$ cat src/hw/rtl/stsu_pkg.sv
// Shared types, token codes and keyword table for the source token scanner.
package stsu_pkg;

   // Kinds of run that the scanner can be gathering.
   localparam logic [2:0] CLS_NONE   = 3'd0;
   localparam logic [2:0] CLS_IDENT  = 3'd1;
   localparam logic [2:0] CLS_NUMBER = 3'd2;
   localparam logic [2:0] CLS_BANG   = 3'd3;
   localparam logic [2:0] CLS_ASSIGN = 3'd4;

   // Token kind codes.
   localparam logic [4:0] TOK_ILLEGAL   = 5'd0;
   localparam logic [4:0] TOK_EOF       = 5'd1;
   localparam logic [4:0] TOK_IDENT     = 5'd2;
   localparam logic [4:0] TOK_INT       = 5'd3;
   localparam logic [4:0] TOK_ASSIGN    = 5'd4;
   localparam logic [4:0] TOK_PLUS      = 5'd5;
   localparam logic [4:0] TOK_MINUS     = 5'd6;
   localparam logic [4:0] TOK_BANG      = 5'd7;
   localparam logic [4:0] TOK_ASTERISK  = 5'd8;
   localparam logic [4:0] TOK_SLASH     = 5'd9;
   localparam logic [4:0] TOK_LT        = 5'd10;
   localparam logic [4:0] TOK_GT        = 5'd11;
   localparam logic [4:0] TOK_EQ        = 5'd12;
   localparam logic [4:0] TOK_NOT_EQ    = 5'd13;
   localparam logic [4:0] TOK_COMMA     = 5'd14;
   localparam logic [4:0] TOK_SEMICOLON = 5'd15;
   localparam logic [4:0] TOK_LPAREN    = 5'd16;
   localparam logic [4:0] TOK_RPAREN    = 5'd17;
   localparam logic [4:0] TOK_LBRACE    = 5'd18;
   localparam logic [4:0] TOK_RBRACE    = 5'd19;
   localparam logic [4:0] TOK_LET       = 5'd20;
   localparam logic [4:0] TOK_FUNCTION  = 5'd21;
   localparam logic [4:0] TOK_TRUE      = 5'd22;
   localparam logic [4:0] TOK_FALSE     = 5'd23;
   localparam logic [4:0] TOK_IF        = 5'd24;
   localparam logic [4:0] TOK_ELSE      = 5'd25;
   localparam logic [4:0] TOK_RETURN    = 5'd26;

   localparam logic [7:0] CH_BANG   = 8'h21;
   localparam logic [7:0] CH_ASSIGN = 8'h3d;

   // Number of leading bytes kept for keyword matching.
   localparam int KW_SLOTS = 6;
   localparam int KW_COUNT = 7;

   // Keywords, first byte in the lowest bits, zero padded.
   localparam logic [8*KW_SLOTS-1:0] KW_TEXT [KW_COUNT] = '{
      48'h0000_0074_656c,   // let
      48'h0000_0000_6e66,   // fn
      48'h0000_6575_7274,   // true
      48'h0065_736c_6166,   // false
      48'h0000_0000_6669,   // if
      48'h0000_6573_6c65,   // else
      48'h6e72_7574_6572    // return
   };

   typedef struct packed {
      logic [4:0] kind;
      logic [15:0] start;
      logic [7:0] len;
      logic [7:0] ch;
      logic last;
   } tok_type;

   // Up to two tokens produced by one input beat, in delivery order.
   typedef struct packed {
      logic valid0;
      logic valid1;
      tok_type tok0;
      tok_type tok1;
   } push_type;

   // Kind of an identifier given its leading bytes; the run must be short enough.
   function automatic logic [4:0] kw_kind(input logic [8*KW_SLOTS-1:0] chars);
      logic [4:0] kind;
      kind = TOK_IDENT;
      for (int k = 0; k < KW_COUNT; k++) begin
         if (chars == KW_TEXT[k]) begin
            kind = TOK_LET + 5'(k);
         end
      end
      return kind;
   endfunction

   // Kind of a byte that is a token on its own.
   function automatic logic [4:0] single_kind(input logic [7:0] b);
      logic [4:0] kind;
      case (b)
         8'h2b:   kind = TOK_PLUS;
         8'h2d:   kind = TOK_MINUS;
         8'h2a:   kind = TOK_ASTERISK;
         8'h2f:   kind = TOK_SLASH;
         8'h3c:   kind = TOK_LT;
         8'h3e:   kind = TOK_GT;
         8'h2c:   kind = TOK_COMMA;
         8'h3b:   kind = TOK_SEMICOLON;
         8'h28:   kind = TOK_LPAREN;
         8'h29:   kind = TOK_RPAREN;
         8'h7b:   kind = TOK_LBRACE;
         8'h7d:   kind = TOK_RBRACE;
         default: kind = TOK_ILLEGAL;
      endcase
      return kind;
   endfunction

endpackage

$ cat src/hw/rtl/stsu_lexer.sv
// Scanner state and the per-byte token decision.
module stsu_lexer
   import stsu_pkg::*;
#(
   parameter int POS_BITS = 16,
   parameter int MAX_TOKEN_LEN = 255
) (
   input  logic clock,
   input  logic reset,
   input  logic step,
   input  logic end_item,
   input  logic [7:0] src_byte,
   output push_type push
);

   localparam int LEN_BITS = $clog2(MAX_TOKEN_LEN + 1);
   localparam int LEN_W = (LEN_BITS > 8) ? LEN_BITS : 8;
   localparam int POS_W = (POS_BITS > 16) ? POS_BITS : 16;

   logic [2:0] cls_ff, cls_in;
   logic [POS_BITS-1:0] start_ff, start_in;
   logic [LEN_BITS-1:0] len_ff, len_in;
   logic [POS_BITS-1:0] pos_ff, pos_in;
   logic [8*KW_SLOTS-1:0] kw_ff, kw_in;
   logic kwok_ff, kwok_in;

   logic is_end, letter, digit, space;
   logic [LEN_W-1:0] len_ext;
   logic [POS_W-1:0] start_ext, pos_ext;
   tok_type flush_tok, new_tok;
   logic flush_v, new_v;

   always_comb begin
      is_end = end_item || (src_byte == 8'h00);
      letter = (src_byte inside {[8'h61:8'h7a], [8'h41:8'h5a], 8'h5f});
      digit  = (src_byte inside {[8'h30:8'h39]});
      space  = (src_byte inside {8'h20, 8'h09, 8'h0a, 8'h0d});
      len_ext   = LEN_W'(len_ff);
      start_ext = POS_W'(start_ff);
      pos_ext   = POS_W'(pos_ff);
   end

   // The token that the pending run turns into when it is closed.
   always_comb begin
      flush_tok = '0;
      flush_tok.start = start_ext[15:0];
      flush_tok.len = len_ext[7:0];
      flush_tok.ch = kw_ff[7:0];
      case (cls_ff)
         CLS_IDENT:  flush_tok.kind = kwok_ff ? kw_kind(kw_ff) : TOK_IDENT;
         CLS_NUMBER: flush_tok.kind = TOK_INT;
         CLS_BANG: begin
            flush_tok.kind = TOK_BANG;
            flush_tok.len = 8'd1;
            flush_tok.ch = CH_BANG;
         end
         CLS_ASSIGN: begin
            flush_tok.kind = TOK_ASSIGN;
            flush_tok.len = 8'd1;
            flush_tok.ch = CH_ASSIGN;
         end
         default: flush_tok.kind = TOK_ILLEGAL;
      endcase
   end

   always_comb begin
      cls_in = cls_ff;
      start_in = start_ff;
      len_in = len_ff;
      pos_in = pos_ff;
      kw_in = kw_ff;
      kwok_in = kwok_ff;
      flush_v = 1'b0;
      new_v = 1'b0;
      new_tok = '0;
      new_tok.start = pos_ext[15:0];

      if (is_end) begin
         flush_v = (cls_ff != CLS_NONE);
         new_v = 1'b1;
         new_tok.kind = TOK_EOF;
         cls_in = CLS_NONE;
         start_in = '0;
         len_in = '0;
         pos_in = '0;
         kw_in = '0;
         kwok_in = 1'b1;
      end else begin
         pos_in = pos_ff + 1'b1;
         if ((cls_ff == CLS_IDENT && letter) || (cls_ff == CLS_NUMBER && digit)) begin
            for (int i = 0; i < KW_SLOTS; i++) begin
               if (len_ff == LEN_BITS'(i)) begin
                  kw_in[8*i +: 8] = src_byte;
               end
            end
            if (len_ff >= LEN_BITS'(KW_SLOTS)) begin
               kwok_in = 1'b0;
            end
            if (len_ff != LEN_BITS'(MAX_TOKEN_LEN)) begin
               len_in = len_ff + 1'b1;
            end
         end else if ((cls_ff == CLS_BANG || cls_ff == CLS_ASSIGN) && src_byte == CH_ASSIGN) begin
            new_v = 1'b1;
            new_tok.kind = (cls_ff == CLS_BANG) ? TOK_NOT_EQ : TOK_EQ;
            new_tok.start = start_ext[15:0];
            new_tok.len = 8'd2;
            new_tok.ch = (cls_ff == CLS_BANG) ? CH_BANG : CH_ASSIGN;
            cls_in = CLS_NONE;
         end else begin
            flush_v = (cls_ff != CLS_NONE);
            cls_in = CLS_NONE;
            if (!space) begin
               if (letter || digit || src_byte == CH_BANG || src_byte == CH_ASSIGN) begin
                  if (letter) begin
                     cls_in = CLS_IDENT;
                  end else if (digit) begin
                     cls_in = CLS_NUMBER;
                  end else if (src_byte == CH_BANG) begin
                     cls_in = CLS_BANG;
                  end else begin
                     cls_in = CLS_ASSIGN;
                  end
                  start_in = pos_ff;
                  len_in = LEN_BITS'(1);
                  kw_in = {{(8*KW_SLOTS-8){1'b0}}, src_byte};
                  kwok_in = 1'b1;
               end else begin
                  new_v = 1'b1;
                  new_tok.kind = single_kind(src_byte);
                  new_tok.len = 8'd1;
                  new_tok.ch = src_byte;
               end
            end
         end
      end

      // Order the tokens: a flushed run always goes out before the new token.
      push.valid0 = step && (flush_v || new_v);
      push.valid1 = step && flush_v && new_v;
      push.tok0 = flush_v ? flush_tok : new_tok;
      push.tok0.last = !(flush_v && new_v);
      push.tok1 = new_tok;
      push.tok1.last = 1'b1;
   end

   always_ff @(posedge clock) begin
      if (reset) begin
         cls_ff <= CLS_NONE;
         start_ff <= '0;
         len_ff <= '0;
         pos_ff <= '0;
         kw_ff <= '0;
         kwok_ff <= 1'b1;
      end else if (step) begin
         cls_ff <= cls_in;
         start_ff <= start_in;
         len_ff <= len_in;
         pos_ff <= pos_in;
         kw_ff <= kw_in;
         kwok_ff <= kwok_in;
      end
   end

endmodule

$ cat src/hw/rtl/stsu_rsp_fifo.sv
// Four-entry token queue that takes up to two tokens a cycle and hands out one.
module stsu_rsp_fifo
   import stsu_pkg::*;
(
   input  logic clock,
   input  logic reset,
   input  push_type push,
   output logic room,
   output logic out_valid,
   input  logic out_ready,
   output tok_type out_tok
);

   tok_type entry_ff [4];
   logic [1:0] wr_ptr_ff, wr_ptr_in;
   logic [1:0] rd_ptr_ff, rd_ptr_in;
   logic [2:0] count_ff, count_in;
   logic pop;

   always_comb begin
      room = (count_ff <= 3'd2);
      out_valid = (count_ff != 3'd0);
      out_tok = entry_ff[rd_ptr_ff];
      pop = out_valid && out_ready;
      wr_ptr_in = wr_ptr_ff + {1'b0, push.valid0} + {1'b0, push.valid1};
      rd_ptr_in = rd_ptr_ff + {1'b0, pop};
      count_in = count_ff + {2'b00, push.valid0} + {2'b00, push.valid1} - {2'b00, pop};
   end

   always_ff @(posedge clock) begin
      if (push.valid0) begin
         entry_ff[wr_ptr_ff] <= push.tok0;
      end
      if (push.valid1) begin
         entry_ff[wr_ptr_ff + 2'd1] <= push.tok1;
      end
   end

   always_ff @(posedge clock) begin
      if (reset) begin
         wr_ptr_ff <= '0;
         rd_ptr_ff <= '0;
         count_ff <= '0;
      end else begin
         wr_ptr_ff <= wr_ptr_in;
         rd_ptr_ff <= rd_ptr_in;
         count_ff <= count_in;
      end
   end

endmodule

$ cat src/hw/rtl/source_token_scanner_unit.sv
// Top level of the source token scanner: input register, lexer and token queue.
//
// The scanner takes one source byte per beat on the req_ stream and emits tokens
// on the rsp_ stream. A beat whose tuser bit is set, or whose byte is zero, ends
// the input: any pending token is flushed, an EOF token follows, and the scanner
// returns to its reset state with the position back at zero. Each token carries
// its kind, the position of its first byte, its length in bytes and its first
// byte; tlast marks the last token caused by one input beat. Identifiers, numbers
// and a lone '!' or '=' are held until the next byte shows where they end, so a
// token usually appears one beat after its last byte. A new byte is accepted
// every cycle as long as the token queue has room for two more tokens. Each
// input beat makes at most two tokens and the output hands out one token per
// cycle, so the sustained rate is one byte per cycle when the stream makes at
// most one token per byte on average and the consumer keeps tready high; a beat
// that makes two tokens needs an output turn for each. An accepted byte passes
// through the input register and then the token queue before its token shows
// on rsp_tdata.
module source_token_scanner_unit
   import stsu_pkg::*;
#(
   parameter int POS_BITS = 16,
   parameter int MAX_TOKEN_LEN = 255
) (
   input  logic clock,
   input  logic reset,
   input  logic req_tvalid,
   output logic req_tready,
   input  logic [7:0] req_tdata,   // [7:0] src_byte
   input  logic [0:0] req_tuser,   // [0] req_type (1 = end of input)
   output logic rsp_tvalid,
   input  logic rsp_tready,
   output logic [39:0] rsp_tdata,  // [4:0] token_kind, [20:5] start_pos,
                                   // [28:21] token_len, [36:29] char_code, zero above
   output logic rsp_tlast          // last_of_run
);

   logic in_valid_ff, in_valid_in;
   logic in_end_ff;
   logic [7:0] in_byte_ff;
   logic room, step;
   push_type push;
   tok_type out_tok;

   // The held byte is scanned once the queue can absorb the two tokens it may make.
   always_comb begin
      step = in_valid_ff && room;
      req_tready = !in_valid_ff || step;
      in_valid_in = (req_tvalid && req_tready) || (in_valid_ff && !step);
   end

   always_ff @(posedge clock) begin
      if (reset) begin
         in_valid_ff <= 1'b0;
      end else begin
         in_valid_ff <= in_valid_in;
      end
   end

   always_ff @(posedge clock) begin
      if (req_tvalid && req_tready) begin
         in_end_ff <= req_tuser[0];
         in_byte_ff <= req_tdata;
      end
   end

   stsu_lexer #(
      .POS_BITS(POS_BITS),
      .MAX_TOKEN_LEN(MAX_TOKEN_LEN)
   ) u_lexer (
      .clock(clock),
      .reset(reset),
      .step(step),
      .end_item(in_end_ff),
      .src_byte(in_byte_ff),
      .push(push)
   );

   stsu_rsp_fifo u_rsp_fifo (
      .clock(clock),
      .reset(reset),
      .push(push),
      .room(room),
      .out_valid(rsp_tvalid),
      .out_ready(rsp_tready),
      .out_tok(out_tok)
   );

   assign rsp_tdata = {3'b000, out_tok.ch, out_tok.len, out_tok.start, out_tok.kind};
   assign rsp_tlast = out_tok.last;

endmodule

$ cat config.mk
export PLATFORM = sky130hd
export DESIGN_NAME = source_token_scanner_unit
export DESIGN_NICKNAME = d
export VERILOG_FILES = /design/src/hw/rtl/stsu_pkg.sv /design/src/hw/rtl/stsu_lexer.sv /design/src/hw/rtl/stsu_rsp_fifo.sv /design/src/hw/rtl/source_token_scanner_unit.sv
export SDC_FILE = /design/constraint.sdc
export NUM_CORES = 1
export LEC_CHECK = 0
export BUFFER_PORTS_ARGS = -buffer_cell sky130_fd_sc_hd__buf_2
export CAP_MARGIN = 5
export CORE_MARGIN = 2
export CORE_UTILIZATION = 30
export DETAILED_ROUTE_END_ITERATION = 12
export SYNTH_ARGS = -nofsm -noshare
export SYNTH_HDL_FRONTEND = slang
export SYNTH_SLANG_ARGS = --single-unit
$ cat constraint.sdc
create_clock -name clock -period 3.74 [get_ports clock]
set_input_delay 0.935 -clock clock [delete_from_list [all_inputs] [get_ports clock]]
set_output_delay 0.935 -clock clock [all_outputs]
set_load 0.01 [all_outputs]
==> results.py, run 1 <==
metrics = {
    "cts": {
        "cts_sinks": 261,
        "cts_tree": "built",
        "clk_pin_slew_ns": 0.07,
        "hold_buffers": 0,
        "cts.htree.levels": 1,
        "cts_buffer_depth": 3,
        "ctsRootBufferMaster": "clkbuf_16",
        "cts_buffers": 29,
        "worstSkewPairLatency_ns": 0.57,
    },
    "routing": {
        "drt-total-wl_um": 39780,
        "drt_iter0_drc": 1065,
        "ant_nets": 0,
        "viasPerCell": 5.454,
        "dr.pass1.iters": 5,
        "drc": 0,
        "dr_total_vias": 10580,
        "wire_per_inst_um": 20.50,
    },
    "synth": {
        "ys_ff_latch": 261,
        "netlist_instances": 1260,
        "ys_warn_count": 0,
        "synth_edf_count": 133,
        "syn_area_per_cell_um2": 10.58,
        "synth_area_um2": 13330,
        "seq_area_frac_synth_pct": 49.19,
        "synth_cell_type_count": 88,
        "yosys_most_used_dff": "edfxtp_1",
        "synthArstFlopShare_pct": 0,
    },
    "timing": {
        "clock.fmax_mhz": 284.0,
        "post-route-min-period_ns": 3.521,
        "rsz0062_at_grt": "no",
        "fin_tns_setup_ns": 0,
        "maxSlewHeadroom_pct": 34.52,
        "fin_skew_ns": 0.02351,
        "fin_ws_ns": 0.2190,
        "setup_viol": 0,
        "fin_hold_ws_ns": 0.4578,
        "worstMarginPinSlew_ns": 0.9733,
        "final_max_slew_viol_count": 0,
        "timing.final.crit_share_pct": 94.14,
        "hold_viol": 0,
    },
    "min_path": {
        "hp-class": "flip-flop to flip-flop",
        "whs_path_depth": 2,
    },
    "global_routing": {
        "grt_usage_pct": 16.92,
        "grt_max_degree": 85,
        "grt_pass1_vias": 10450,
        "grt_remaining_overflow": 0,
        "grt_pass1_wl_um": 61730,
        "grt_antenna_before_repair": 1,
    },
    "setup_path": {
        "worstPathMaxFanout": 10,
        "path_class": "flip-flop to flip-flop",
        "reg2reg_depth": 12,
        "end_kind": "flip-flop",
        "crit_path_start_kind": "flip-flop",
        "required_ns": 4.14,
        "arrival_ns": 3.92,
    },
    "placement": {
        "gp_congestion": 0.8750,
        "port_buffers": 52,
        "pre_cts_ws_ns": 0.1874,
        "place_hpwl_um": 26820,
        "place_inst": 1882,
    },
    "die": {
        "row_count": 77,
        "dieHeight_um": 214.8,
        "start_util_pct": 30.27,
        "die_w_um": 214.8,
        "coreArea_um2": 44030,
        "die_area_um2": 46130,
        "io_pins": 56,
    },
    "final_layout": {
        "drive_gt1_share_pct": 19.44,
        "most-common-layout-cells": "edfxtp_1, dfxtp_1, nor2_1, nand2_1, a21oi_1",
        "instances_no_fill": 1940,
        "nets": 1350,
        "fill_cells": 4396,
        "area_growth_pct": 15.68,
        "antenna_cells": 0,
        "final_common_cell": "edfxtp_1",
    },
    "power": {
        "power_uw": 7526,
        "leakagePower_uw": 0.004934,
        "vdd_drop_max_uv": 299.3,
        "p_per_area_nw_per_um2": 488.1,
    },
    "run_status": {
        "status": "completed",
    },
    "job": {
        "cap_violations": 0,
    },
}
[sequential cells by signal (all words and copies together), names as in the netlist]
| register | count |
|---|---|
| u_lexer.kw_ff | 48 |
| u_lexer.cls_ff | 3 |
| u_lexer.kwok_ff | 1 |
| u_rsp_fifo.count_ff | 3 |
| u_rsp_fifo.wr_ptr_ff | 2 |
| u_lexer.start_ext | 16 |
| in_byte_ff | 8 |
| u_rsp_fifo.entry_ff | 152 |
| in_end_ff | 1 |
| u_rsp_fifo.rd_ptr_ff | 2 |
| u_lexer.pos_ext | 16 |
| in_valid_ff | 1 |
| u_lexer.len_ext | 8 |
[cells by family (layout without fill, tap and decap cells)]
family | count (synthesis) | in the layout | synth area share (%)
AOI/OAI and AO/OA | 298 | 298 | 15.72
DFF | 261 | 261 | 49.19
other | 1 | 3 | 0.02813
and+or+nand+nor | 463 | 463 | 18.21
xor gates and xnor gates | 17 | 17 | 1.117
buffers and inverters | 110 | 196 | 3.520
muxes | 99 | 99 | 11.01
adders and majority gates | 11 | 11 | 1.202
[routing by layer]
layer | vias to the layer above | global-route usage, % | wire [um]
li1 | 4893 | - | -
met1 | 5174 | 22.81 | 17520
met2 | 434 | 27.15 | 18210
met3 | 77 | 3.213 | 2850
met4 | 2 | 5.926 | 1181
met5 | - | 0 | 13
[synthesized netlist by cell type, drive strengths merged, types with 10 or more instances]
cell type | n | area share [%]
nor4 | 14 | 0.88
o22ai | 40 | 1.9
a22o | 19 | 1.2
nor2 | 117 | 3.4
buf | 33 | 1.4
mux4 | 38 | 6.4
nand2b | 10 | 0.47
dfxtp | 128 | 19
inv | 15 | 0.42
nand3 | 73 | 2.7
a21oi | 82 | 3.2
nor2b | 13 | 0.61
and2 | 22 | 1.0
xor2 | 10 | 0.66
a211oi | 14 | 1.7
and3 | 22 | 1.0
mux2i | 60 | 4.5
clkbuf | 62 | 1.7
a32o | 16 | 1.2
nor3 | 21 | 0.86
nand2 | 94 | 2.7
o21ai | 66 | 2.6
edfxtp | 133 | 30
nand4 | 14 | 0.66
[worst paths after layout]
path,from,endpoint,slack (ns)
max,in_byte_ff[2],u_rsp_fifo.count_ff[2],0.22
min,u_rsp_fifo.entry_ff[3][11],u_rsp_fifo.entry_ff[3][11],0.46
max reg2reg,in_byte_ff[2],u_rsp_fifo.count_ff[2],0.22
min reg2reg,u_rsp_fifo.entry_ff[3][11],u_rsp_fifo.entry_ff[3][11],0.46
[cell type report]
| cell class | count | area, um2 | area share [%] |
|---|---|---|---|
| Timing Repair Buffer | 128 | 868.3 | 5.632 |
| Clock buffer | 29 | 725.7 | 4.707 |
| Multi-Input combinational cell | 891 | 6330 | 41.05 |
| Sequential cell | 261 | 6559 | 42.54 |
| Clock inverter | 24 | 138.9 | 0.9008 |
| Inverter | 15 | 56.30 | 0.3652 |
| Tap cell | 592 | 740.7 | 4.804 |
[report_power, final]
| part | switching [uW] | internal, uW |
|---|---|---|
| registers | 115 | 3150 |
| logic | 941 | 689 |
| clock network | 1210 | 1420 |
| total | 2260 | 5260 |
[through the flow]
step / util (%) / instance area, um2
floorplan: - / 13340
global placement: 32.96 / 14510
detailed placement: 32.96 / 14510
CTS: 34.93 / 15380
global route: 35.02 / 15420
finish: 35.02 / 15420
[timing repair]
item / in CTS / in global routing
buffers inserted: 0 / 5
endpoints found under the setup margin: 0 / 2
gates resized for setup: 0 / 1
[critical path, cell delays in order (launching register included)]
cell	delay [ns]
edfxtp_1	0.47
buf_4	0.21
or3b_1	0.37
a211o_1	0.35
a211oi_4	0.25
o211ai_2	0.14
o21ai_0	0.31
ha_1	0.17
inv_1	0.05
fa_1	0.42
fa_1	0.39
xor2_1	0.17
nor2_1	0.05
(Power assumes the default switching activity.)
==> run 2, diff against run 1 <==
--- a/config.mk
+++ b/config.mk
@@ -5,11 +5,12 @@
 export SDC_FILE = /design/constraint.sdc
 export NUM_CORES = 1
 export LEC_CHECK = 0
-export BUFFER_PORTS_ARGS = -buffer_cell sky130_fd_sc_hd__buf_2
 export CAP_MARGIN = 5
 export CORE_MARGIN = 2
-export CORE_UTILIZATION = 30
+export CORE_UTILIZATION = 55
 export DETAILED_ROUTE_END_ITERATION = 12
+export DONT_BUFFER_PORTS = 1
+export PLACE_DENSITY = 0.7
 export SYNTH_ARGS = -nofsm -noshare
 export SYNTH_HDL_FRONTEND = slang
 export SYNTH_SLANG_ARGS = --single-unit
==> run 2 against run 1 <==
  * Sequential cell count unchanged
  * Non-clock buffer count decreased by 68
  * Largest power group unchanged
  * Via count rose by 0.14%
==> results.py, run 2 (synthesized netlist as in run 1, its figures left out) <==
metrics = {
    "power": {
        "p_per_area_nw_per_um2": 502.8,
        "vdd_drop_max_uv": 422.8,
        "leakagePower_uw": 0.004656,
    },
    "cts": {
        "worstSkewPairLatency_ns": 0.57,
        "clk_pin_slew_ns": 0.06,
        "cts_buffers": 28,
        "ctsRootBufferMaster": "clkbuf_16",
        "hold_buffers": 0,
        "cts_setup_buffers": 0,
        "cts_resized": 0,
        "cts_tree": "built",
        "cts_buffer_depth": 3,
        "cts_sinks": 261,
        "cts.htree.levels": 1,
    },
    "routing": {
        "drt-total-wl_um": 38780,
        "dr.pass1.iters": 9,
        "wire_per_inst_um": 24.26,
        "drc": 0,
        "dr_total_vias": 10600,
        "ant_nets": 0,
        "drt_iter0_drc": 1267,
        "viasPerCell": 6.630,
    },
    "timing": {
        "rsz0062_at_grt": "no",
        "setup_viol": 0,
        "hold_viol": 0,
        "final_max_slew_viol_count": 0,
        "worstMarginPinSlew_ns": 1.227,
        "maxSlewHeadroom_pct": 18.23,
        "fin_tns_setup_ns": 0,
        "post-route-min-period_ns": 3.602,
        "fin_skew_ns": 0.02487,
        "fin_hold_ws_ns": 0.4502,
        "timing.final.crit_share_pct": 96.31,
        "clock.fmax_mhz": 277.6,
    },
    "global_routing": {
        "grt_max_degree": 86,
        "grt_pass1_wl_um": 60560,
        "grt_usage_pct": 30.26,
        "grt_remaining_overflow": 0,
        "grt_antenna_before_repair": 0,
        "grt_pass1_vias": 10460,
    },
    "setup_path": {
        "required_ns": 4.17,
        "arrival_ns": 4.03,
        "crit_path_start_kind": "flip-flop",
        "critPathSlowestCell": "o22ai_2",
        "path_class": "flip-flop to flip-flop",
        "path_cells": "nor4_4 > nand2b_1 > a41o_1 > buf_4 > o21ai_2 > nand2_1 > o22ai_2 > a32o_1",
        "end_kind": "flip-flop",
        "critPathMaxStageDelay_ns": 1.00,
        "worstPathMaxFanout": 17,
    },
    "placement": {
        "port_buffers": 0,
        "place_inst": 1546,
        "gp_congestion": 0.9593,
        "place_hpwl_um": 25710,
    },
    "die": {
        "die_w_um": 159.7,
        "dieHeight_um": 159.7,
        "io_pins": 56,
        "start_util_pct": 56.45,
        "row_count": 56,
        "coreArea_um2": 23610,
        "die_area_um2": 25500,
    },
    "final_layout": {
        "fin_util_pct": 62.42,
        "top_regs": "u_rsp_fifo.entry_ff x152, u_lexer.kw_ff x48",
        "antenna_cells": 0,
        "drive_gt1_share_pct": 14.39,
        "top_register": "u_rsp_fifo.entry_ff",
        "instances_no_fill": 1598,
        "final_common_cell": "edfxtp_1",
        "area_growth_pct": 10.57,
        "nets": 1281,
        "most-common-layout-cells": "edfxtp_1, dfxtp_1, nor2_1, nand2_1, a21oi_1",
        "largest_reg_flops": 152,
    },
    "job": {
        "cap_violations": 0,
    },
    "run_status": {
        "status": "completed",
    },
    "min_path": {
        "hp-class": "input pin to flip-flop",
    },
}
[run 2: cell type report]
type / instances / area [um2]
flip-flops and latches: 261 / 6559
inverters: 15 / 56.30
clock buffers: 43 / 772.0
well taps: 319 / 399.1
repair buffers: 60 / 500.5
fillers: 1879 / 8875
multi-input cells: 891 / 6331
clock inverters: 9 / 120.1
[run 2: metal layers]
metal / track usage (%) / up-vias / wire [um]
met5: 0 / - / 0
met3: 6.260 / 78 / 3874
met4: 9.463 / 0 / 973
met2: 49.06 / 610 / 18450
met1: 41.05 / 5150 / 15480
li1: - / 4757 / -
[run 2: final timing paths]
kind	from	endpoint	slack [ns]	depth (start not counted)
max	in_byte_ff[2]	u_rsp_fifo.entry_ff[1][19]	0.14	8
min	reset	u_lexer.kw_ff[44]	0.45	1
max reg2reg	in_byte_ff[2]	u_rsp_fifo.entry_ff[1][19]	0.14	8
min reg2reg	u_rsp_fifo.entry_ff[3][12]	u_rsp_fifo.entry_ff[3][12]	0.46	2
[run 2: power by group]
part	switching (uW)	internal [uW]	leakage (uW)
registers	150	3150	0.00223
clock network	1130	1560	0.000431
logic	847	563	0.00200
[run 2: worst max-delay path: cells and delay by family (launching register included)]
kind / cells / cell delay [ns]
compound gates: 4 / 1.95
simple gates: 3 / 0.75
buf+inv: 1 / 0.20
flops: 1 / 0.56
[run 2: per-stage QoR]
step	power [uW]	worst slack (ns)	cell area [um2]
after floorplan	4350	0.3085	13340
after global placement	4731	0.1646	13840
after detailed placement	4767	0.08417	13840
after CTS	7429	0.06986	14730
after global routing	7664	0.01446	14740
final	7410	0.1380	14740
==> run 3, diff against run 2 <==
--- a/config.mk
+++ b/config.mk
@@ -5,12 +5,14 @@
 export SDC_FILE = /design/constraint.sdc
 export NUM_CORES = 1
 export LEC_CHECK = 0
+export BUFFER_PORTS_ARGS = -buffer_cell sky130_fd_sc_hd__buf_2
 export CAP_MARGIN = 5
 export CORE_MARGIN = 2
 export CORE_UTILIZATION = 55
 export DETAILED_ROUTE_END_ITERATION = 12
-export DONT_BUFFER_PORTS = 1
-export PLACE_DENSITY = 0.7
+export PLACE_DENSITY = 0.72
+export SLEW_MARGIN = 20
 export SYNTH_ARGS = -nofsm -noshare
 export SYNTH_HDL_FRONTEND = slang
+export SYNTH_HIERARCHICAL = 1
 export SYNTH_SLANG_ARGS = --single-unit
==> run 3 against run 2 <==
  * Clock power about the same
  * Critical endpoint is now u_rsp_fifo/count_ff[2]
  * Hold slack better by 0.032 ns
  * First-iteration DRC count is 26% lower
  * Sequential cell count did not move
  * Area after synthesis up 5.6%
  * Final area increased by 7.8%
  * Combinational power up 13%
  * Utilization up 0.66 points
  * Sequential power rose by 2%
  * Setup slack improved by 0.12 ns
  * Critical path depth increased by 5
  * Largest power group unchanged
  * Via count is 9.0% lower
==> results.py, run 3 <==
metrics = {
    "die": {
        "die_area_um2": 26880,
        "die_w_um": 164.0,
        "row_count": 58,
        "io_pins": 56,
        "start_util_pct": 55.88,
        "dieHeight_um": 164.0,
        "coreArea_um2": 25180,
    },
    "setup_path": {
        "required_ns": 4.15,
        "arrival_ns": 3.90,
        "path_class": "flip-flop to flip-flop",
        "cp-startpoint": "in_byte_ff[0]",
        "r2r_start": "in_byte_ff[0]",
        "crit_path_start_kind": "flip-flop",
        "end_kind": "flip-flop",
        "worstPathMaxFanout": 10,
    },
    "synth": {
        "synthTopCellsByArea": "edfxtp_1, dfxtp_1, mux2_2",
        "synth_area_um2": 14070,
        "synth_cell_type_count": 86,
        "synthArstFlopShare_pct": 0,
        "synth_edf_count": 161,
        "yosys_most_used_dff": "edfxtp_1",
        "ys_ff_latch": 261,
        "ys_warn_count": 6,
        "syn_area_per_cell_um2": 12.67,
        "synth.most_common_cell": "edfxtp_1",
        "seq_area_frac_synth_pct": 48.59,
        "synth_top_area_share_pct": 34.36,
        "netlist_instances": 1111,
        "yosysTopAreaCell": "edfxtp_1",
        "synthTopCellsByCount": "edfxtp_1, mux2_2, dfxtp_1, nand2_1, nor2_1",
    },
    "final_layout": {
        "antenna_cells": 0,
        "final_common_cell": "edfxtp_1",
        "seq_area_um2": 6839,
        "drive_gt1_share_pct": 31.70,
        "multi_input_area_um2": 6795,
        "fill_cells": 1911,
        "top_register": "u_rsp_fifo/entry_ff",
        "nets": 1208,
        "largest_reg_flops": 152,
        "top_regs": "u_rsp_fifo/entry_ff x152, u_lexer/kw_ff x48",
        "most-common-layout-cells": "edfxtp_1, mux2_2, dfxtp_1, buf_4, nand2_1",
        "area_growth_pct": 12.88,
        "fin_area_um2": 15880,
    },
    "global_routing": {
        "grt_usage_pct": 25.57,
        "grt_max_degree": 39,
        "grt_pass1_vias": 9562,
        "grt_remaining_overflow": 0,
        "grt_pass1_wl_um": 53370,
        "grt_antenna_before_repair": 0,
    },
    "placement": {
        "dpl_cell_area_um2": 14950,
        "pre_cts_ws_ns": 0.2608,
        "port_buffers": 52,
        "place_hpwl_um": 21610,
        "gp_congestion": 0.9373,
    },
    "timing": {
        "fin_skew_ns": 0.02371,
        "final_max_slew_viol_count": 0,
        "setup_viol": 0,
        "rsz0062_at_grt": "no",
        "clock.fmax_mhz": 287.0,
        "post-route-min-period_ns": 3.485,
        "hold_viol": 0,
        "fin_ws_ns": 0.2554,
        "worstMarginPinSlew_ns": 1.138,
        "timing.final.crit_share_pct": 93.17,
        "maxSlewHeadroom_pct": 24.14,
    },
    "routing": {
        "dr.pass1.iters": 5,
        "dr_total_vias": 9639,
        "drt_iter0_drc": 942,
        "ant_nets": 0,
        "drc": 0,
        "viasPerCell": 6.279,
        "wire_per_inst_um": 22.14,
        "drt-total-wl_um": 33980,
    },
    "run_status": {
        "status": "completed",
    },
    "power": {
        "vdd_drop_max_uv": 402.1,
        "p_per_area_nw_per_um2": 482.6,
        "power_uw": 7665,
        "leakagePower_uw": 0.005855,
    },
    "cts": {
        "ctsRootBufferMaster": "clkbuf_16",
        "hold_buffers": 0,
        "clk_pin_slew_ns": 0.06,
        "worstSkewPairLatency_ns": 0.56,
        "cts_sinks": 261,
        "cts_buffers": 28,
        "cts_tree": "built",
        "cts.htree.levels": 1,
        "cts_buffer_depth": 3,
    },
    "min_path": {
        "min_from": "u_lexer/kw_ff[23]",
        "hp-class": "flip-flop to flip-flop",
    },
    "job": {
        "cap_violations": 0,
    },
}
[run 3: kinds of logic after synthesis]
group | Yosys count | synth area share [%]
flops | 261 | 48.59
compound gates | 158 | 9.150
xor+xnor | 20 | 1.245
buf+inv | 95 | 3.726
simple gates | 323 | 13.50
other cells | 3 | 0.08002
fa+ha+maj | 11 | 1.138
mux | 240 | 22.58
[run 3: report_power, final]
| part | leakage, uW | total (uW) | switching [uW] | internal, uW |
|---|---|---|---|---|
| combinational | 0.00313 | 1590 | 841 | 746 |
| clock | 0.000447 | 2730 | 1150 | 1580 |
| sequential | 0.00227 | 3350 | 126 | 3220 |
[run 3: path summary, 6_finish.rpt]
| path | cells past startpoint | end | slack, ns |
|---|---|---|---|
| hold / removal | 1 | u_lexer/kw_ff[23] | 0.48 |
| setup / recovery | 13 | u_rsp_fifo/count_ff[2] | 0.26 |
| setup reg to reg | 13 | u_rsp_fifo/count_ff[2] | 0.26 |
| hold reg to reg | 1 | u_lexer/kw_ff[23] | 0.48 |
[run 3: worst max-delay path: stages, from the launching register on]
cell	delay [ns]
edfxtp_1	0.49
buf_4	0.24
buf_4	0.17
nor2_1	0.13
nand3_1	0.13
a2111oi_4	0.39
nor2_1	0.10
o21ai_0	0.28
nor2_1	0.16
buf_4	0.18
fa_1	0.45
fa_1	0.41
xor2_1	0.16
nor2_1	0.05
[run 3: final cells by class]
cell class | instances | area share [%]
clock buffer | 38 | 4.837
clock inverter | 13 | 0.8980
inverter | 14 | 0.3308
multi-input combinational | 762 | 42.78
sequential | 261 | 43.06
tap | 330 | 2.599
timing repair buffer | 117 | 5.498
[run 3: timing repair]
action	in CTS	in global routing
setup endpoints to repair	0	109
gates resized for setup	0	1
setup buffers	0	2
[run 3: through the flow]
step / hold slack (ns) / utilization (%) / setup TNS [ns] / instances
finish: 0.4817 / 63.08 / 0 / 1535
global route: 0.4999 / 63.08 / 0 / 1535
CTS: 0.4773 / 63.00 / 0 / 1533
floorplan: 0.4307 / - / -0.5920 / 1118
global placement: 0.4566 / 59.38 / 0 / 1482
detailed placement: 0.4627 / 59.38 / 0 / 1482
[run 3: metal layers]
| layer | track usage, % | share of wire (%) | up-vias |
|---|---|---|---|
| met2 | 40.39 | 46 | 417 |
| li1 | - | - | 4420 |
| met3 | 3.939 | 7.0 | 76 |
| met5 | 0 | 0 | - |
| met1 | 36.47 | 44 | 4726 |
| met4 | 7.974 | 2.8 | 0 |
